**config.mk**
```make
export PLATFORM = sky130hd
export DESIGN_NAME = terdt_div
export DESIGN_NICKNAME = d
export VERILOG_FILES = /design/src/sv/terdt_pkg.sv /design/src/sv/terdt_div.sv
export SDC_FILE = /design/constraint.sdc
export NUM_CORES = 1
export LEC_CHECK = 0
export ABC_AREA = 1
export BUFFER_PORTS_ARGS = -buffer_cell sky130_fd_sc_hd__buf_2
export CAP_MARGIN = 10
export CORE_ASPECT_RATIO = 1.25
export CORE_MARGIN = 2
export CORE_UTILIZATION = 63
export CTS_CLUSTER_DIAMETER = 30
export DETAILED_ROUTE_END_ITERATION = 7
export PLACE_DENSITY = 0.86
export SYNTH_ARGS = -nofsm -noshare
export SYNTH_HDL_FRONTEND = slang
export SYNTH_SLANG_ARGS = --single-unit
```
**constraint.sdc**
```tcl
create_clock -name clk -period 11.18 [get_ports clk]
set_input_delay 0.559 -clock clk [delete_from_list [all_inputs] [get_ports clk]]
set_output_delay 0.559 -clock clk [all_outputs]
set_load 0.02 [all_outputs]
```
**src/sv/terdt_pkg.sv**
```systemverilog
// Shared types and constants of the triangle rasterizer with depth test.
package terdt_pkg;

	localparam int SUBPIXEL_STEPS = 16;
	localparam int SCALE          = 2 * SUBPIXEL_STEPS;
	localparam int DEPTH_W        = 16;
	localparam int DN_W           = 18 + $clog2(SCALE);
	localparam int EV_W           = 22 + $clog2(SUBPIXEL_STEPS) + 1;
	localparam int ZSUM_W         = DN_W + DEPTH_W + 2;
	localparam int L_W            = 17;
	localparam int INVW_W         = 32;
	localparam int Q_W            = L_W + INVW_W;
	localparam int DEN_W          = Q_W + 2;
	localparam int NUM_W          = Q_W + 10;
	localparam int DIV_W          = 60;
	localparam int QUO_W          = 17;
	localparam int NB_W           = 5;

	localparam logic [0:0] CFG_WIDTH  = 1'b0;
	localparam logic [0:0] CFG_HEIGHT = 1'b1;

	localparam logic ACT_VERTEX = 1'b0;
	localparam logic ACT_PIXEL  = 1'b1;

	localparam logic [1:0] SLOT_LAST = 2'd2;
	localparam logic [1:0] SLOT_NONE = 2'd3;

	typedef struct packed {
		logic        action;
		logic [1:0]  vertex_slot;
		logic [8:0]  vertex_x;
		logic [8:0]  vertex_y;
		logic [15:0] vertex_depth;
		logic [31:0] vertex_inv_w;
		logic [7:0]  vertex_red;
		logic [7:0]  vertex_green;
		logic [7:0]  vertex_blue;
		logic [7:0]  pixel_x;
		logic [7:0]  pixel_y;
	} item_t;

	typedef struct packed {
		logic        triangle_culled;
		logic        covered;
		logic        depth_passed;
		logic [15:0] pixel_index;
		logic [15:0] depth;
		logic [7:0]  red;
		logic [7:0]  green;
		logic [7:0]  blue;
	} result_t;

	typedef struct packed {
		logic              start;
		logic [DIV_W-1:0]  dividend;
		logic [DIV_W-1:0]  divisor_sh;
		logic [NB_W-1:0]   nbits;
	} div_req_t;

	typedef enum logic [3:0] {
		ST_IDLE,
		ST_SETUP,
		ST_PIXEL,
		ST_EDGE,
		ST_ZMUL,
		ST_ZDIVS,
		ST_ZDIV,
		ST_LDIVS,
		ST_LDIV,
		ST_QMUL,
		ST_CACC,
		ST_CDIVS,
		ST_CDIV,
		ST_DONE
	} state_t;

endpackage

```
**src/sv/terdt_div.sv**
```systemverilog
// Restoring divider, one quotient bit per cycle.
module terdt_div (
	input  logic                                clk,
	input  logic                                arst_n,
	input  terdt_pkg::div_req_t                 req,
	output logic                                done,
	output logic [terdt_pkg::QUO_W-1:0]         quo
);

	logic [terdt_pkg::DIV_W-1:0] rem_q;
	logic [terdt_pkg::DIV_W-1:0] dsh_q;
	logic [terdt_pkg::QUO_W-1:0] quo_q;
	logic [terdt_pkg::NB_W-1:0]  cnt_q;
	logic                        busy_q;
	logic                        done_q;
	logic                        ge;

	assign ge = (rem_q >= dsh_q);

	always_ff @(posedge clk or negedge arst_n) begin
		if (!arst_n) begin
			busy_q <= 1'b0;
			done_q <= 1'b0;
			cnt_q  <= '0;
		end else if (req.start) begin
			busy_q <= 1'b1;
			done_q <= 1'b0;
			cnt_q  <= req.nbits;
		end else if (busy_q) begin
			cnt_q <= cnt_q - terdt_pkg::NB_W'(1);
			if (cnt_q == terdt_pkg::NB_W'(1)) begin
				busy_q <= 1'b0;
				done_q <= 1'b1;
			end
		end else begin
			done_q <= 1'b0;
		end
	end

	always_ff @(posedge clk) begin
		if (req.start) begin
			rem_q <= req.dividend;
			dsh_q <= req.divisor_sh;
			quo_q <= '0;
		end else if (busy_q) begin
			// subtract the shifted divisor where it fits
			if (ge) begin
				rem_q <= rem_q - dsh_q;
			end
			quo_q <= {quo_q[terdt_pkg::QUO_W-2:0], ge};
			dsh_q <= dsh_q >> 1;
		end
	end

	assign done = done_q;
	assign quo  = quo_q;

endmodule

```
==> metrics.txt <==
CTS resizes 0; hold depth 3; GR Util met1 40.7%; yosys warns 0; skew final 10.3 ps; EDFF count, synth 120; XOR/XNOR share of the synthesized area 1.44%; hold path start req[4]; pwr dens 275 nW/um^2; Hold Vio Cnt, Final 0; largest net degree at the start of global routing 137; Seq/Total Area, Yosys a little over a third; # nets final 2,075; Area Overhead vs Synth 13.3%; die width 125 um; most area-consuming cells after synthesis edfxtp_1, nand2_1, inv_1; critical path endpoint category flop; placement row count 55; final cell count without fillers 2,125; largest family of logic cells by synthesized area simple AND/OR/NAND/NOR gates; setup TNS 0 ps; met2 Resource Use GR between 60 and 70%; synth unique cells 45; Synth Register Bits 144; DRC 0; Yosys top cell by area edfxtp_1; DP Wirelength roughly 26 mm; worst setup margin 8120 ps; class of the worst hold path in2reg; Worst Tran Pin Value about 980 ps; antenna violations before repair 0; Routed wire per std cell 15.6 um; area of the core 18,100 sq um; CP max-delay cell buf_4; outcome finished clean; Min Hold Slack 354 ps; R2R depth 14; final setup fails 0; Hold Path End cnt_q[4]; Final GP Congestion about 0.98; Top FF cell, synth edfxtp_1; post-synth top area share 31.1%; DRT iter0 DRCs 715; r2r endpoint rem_q[28]; fraction of layout cells with a size suffix above 1 14.5%; Post-synth ARST share 4.86%; global-route usage over all layers 34.0%; CP bufs+invs 2; Worst-path clk slew 70 ps; io pins 146; post-synthesis mux area share 0%; Final Critical Period 3060 ps; commonest non-fill, non-tap cell in the layout nand2_1; CP top delay family simple AND/OR/NAND/NOR gates; global route hottest layer met2; DIE AREA 19,500 sq um; Crit Path Max Fanout 60; Worst path max stage delay 660 ps; Setup CP Type reg2reg; port buffer count around 150; Synth Cell Area 11,600 sq um; drt pass-1 iters 5; via/cell ratio 5.30; routed wire length 33.2 mm; pre-CTS setup slack approximately 8000 ps; CP Data Arrival Time around 3100 ps; r2r setup slk 8120 ps; # diodes 0; Synth Area in Compound Gates under 10%; Final period util 27.4%; overall die height about 160 um; unrepaired setup endpoints after global routing false; syn nets 1,936; fmax 0.326 GHz; TritonCTS clock tree yes; number of global-route vias before repair 10,900; max_cap viols 0; CTS Sinks between 100 and 150; WP data required ~11,000 ps; initial core utilization roughly 64%; VDD IR-drop max 0.153 mV; met3 Usage GRT 5.14%; reg2reg start dsh_q[0]; post-synthesis adder-cell area fraction between 6 and 7%; CP most frequent cell nand3_1; GRT overflow 0; placed cell count 2,092; Pins Over Slew Limit 0; most frequent cells in the layout nand2_1, inv_1, buf_2, edfxtp_1, nor2_1; Num CTS Buffers 17; Leak 7.10 nW; syn avg cell area 6.64 sq um; Mapped Cells about 1,700; critical path launch point type flop; CTS root buf clkbuf_16; worst path cell trace ha_1 -> inv_1 -> fa_1 -> nand2_1 -> nand3_1 -> nand3_1 -> nand2_2 -> nand2_1 -> nand2_2 -> nand3_1 -> nand3_1 -> nand2_1 -> nand3_2 -> buf_4; Post-CTS Setup Bufs 0; routed vias 11,300; H-tree levels 4; post-route ant nets 0; Longest Clk Path Bufs 2; worst skew pair latency 440 ps; first-pass GRT wire length 52.2 mm; post-synthesis simple-gate area fraction 35.7%; Worst slew margin approximately a third
[cells in the mapped netlist, types with 9 or more instances]
| library cell | instances |
|---|---|
| nand2_2 | 23 |
| dfxtp_1 | 17 |
| nor2_1 | 88 |
| xnor2_1 | 16 |
| nor2_4 | 10 |
| or2_2 | 9 |
| clkbuf_1 | 22 |
| inv_1 | 344 |
| edfxtp_1 | 120 |
| nor2_2 | 22 |
| ha_1 | 62 |
| inv_2 | 10 |
| o22ai_1 | 14 |
| nand3_1 | 86 |
| o21ai_0 | 79 |
| a21oi_1 | 51 |
| nand2_1 | 683 |
| nand4_1 | 12 |
[power by group]
| part | internal, mW | switching, mW | total, mW | leakage, nW |
|---|---|---|---|---|
| registers | 0.796 | 0.0537 | 0.850 | 1.50 |
| logic | 0.688 | 1.48 | 2.17 | 5.30 |
| clock network | 0.306 | 0.292 | 0.598 | 0.297 |
| total | 1.79 | 1.82 | 3.61 | 7.10 |
[registers in the layout, indices dropped and copies added (netlist names)]
name and flops:
done 1, busy_q 1, rem_q 60, cnt_q 5, dsh_q 60, quo 17
[worst min-delay path, stage by stage]
cell,delay [ps]
buf_2,80
nand2_1,40
o211ai_1,70
[through the flow]
step	total power, mW	utilization [%]	instance area (sq um)
floorplan	2.40	-	11600
global placement	2.91	69.2	12500
detailed placement	2.97	69.2	12500
CTS	3.57	72.6	13100
global route	3.88	72.6	13100
finish	3.61	72.6	13100
[kinds of logic (layout without fill, tap and decap cells)]
family,Yosys count,count (layout)
buffers and inverters,385,537
DFF,144,144
xor gates and xnor gates,19,19
and+or+nand+nor,967,967
adders and majority gates,63,63
AOI/OAI and AO/OA,167,167
[routing by layer]
metal  share of wire (%)  vias up
li1                    -     5684
met1                  40     5076
met2                  50      420
met3                 5.6       83
met4                 4.1        0
met5                   0        -
[what timing repair did]
item | in CTS | in global routing
hold buffers | 1 | 0
endpoints found under the setup margin | 0 | 0
endpoints found under the hold margin | 7 | 0
[worst max path at each step]
stage	startpoint	end	slack (ps)	cells past startpoint
2_1_floorplan	rem_q[0]	rem_q[0]	7330	14
5_1_grt	rem_q[0]	rem_q[27]	7850	15
6_report	dsh_q[0]	rem_q[28]	8120	14
3_5_place_dp	req[125]	cnt_q[1]	7910	6
3_3_place_gp	req[125]	dsh_q[33]	8010	5
4_1_cts	dsh_q[0]	rem_q[31]	8140	14
[cell type report]
| type | count | area (sq um) |
|---|---|---|
| Clock inverter | 15 | 181 |
| Tap cell | 228 | 285 |
| Fill cell | 1533 | 4970 |
| Multi-Input combinational cell | 1216 | 6020 |
| Sequential cell | 144 | 4120 |
| Timing Repair Buffer | 150 | 772 |
| Inverter | 355 | 1330 |
| Clock buffer | 17 | 425 |
Note: power is estimated with default switching activity, not from simulation.
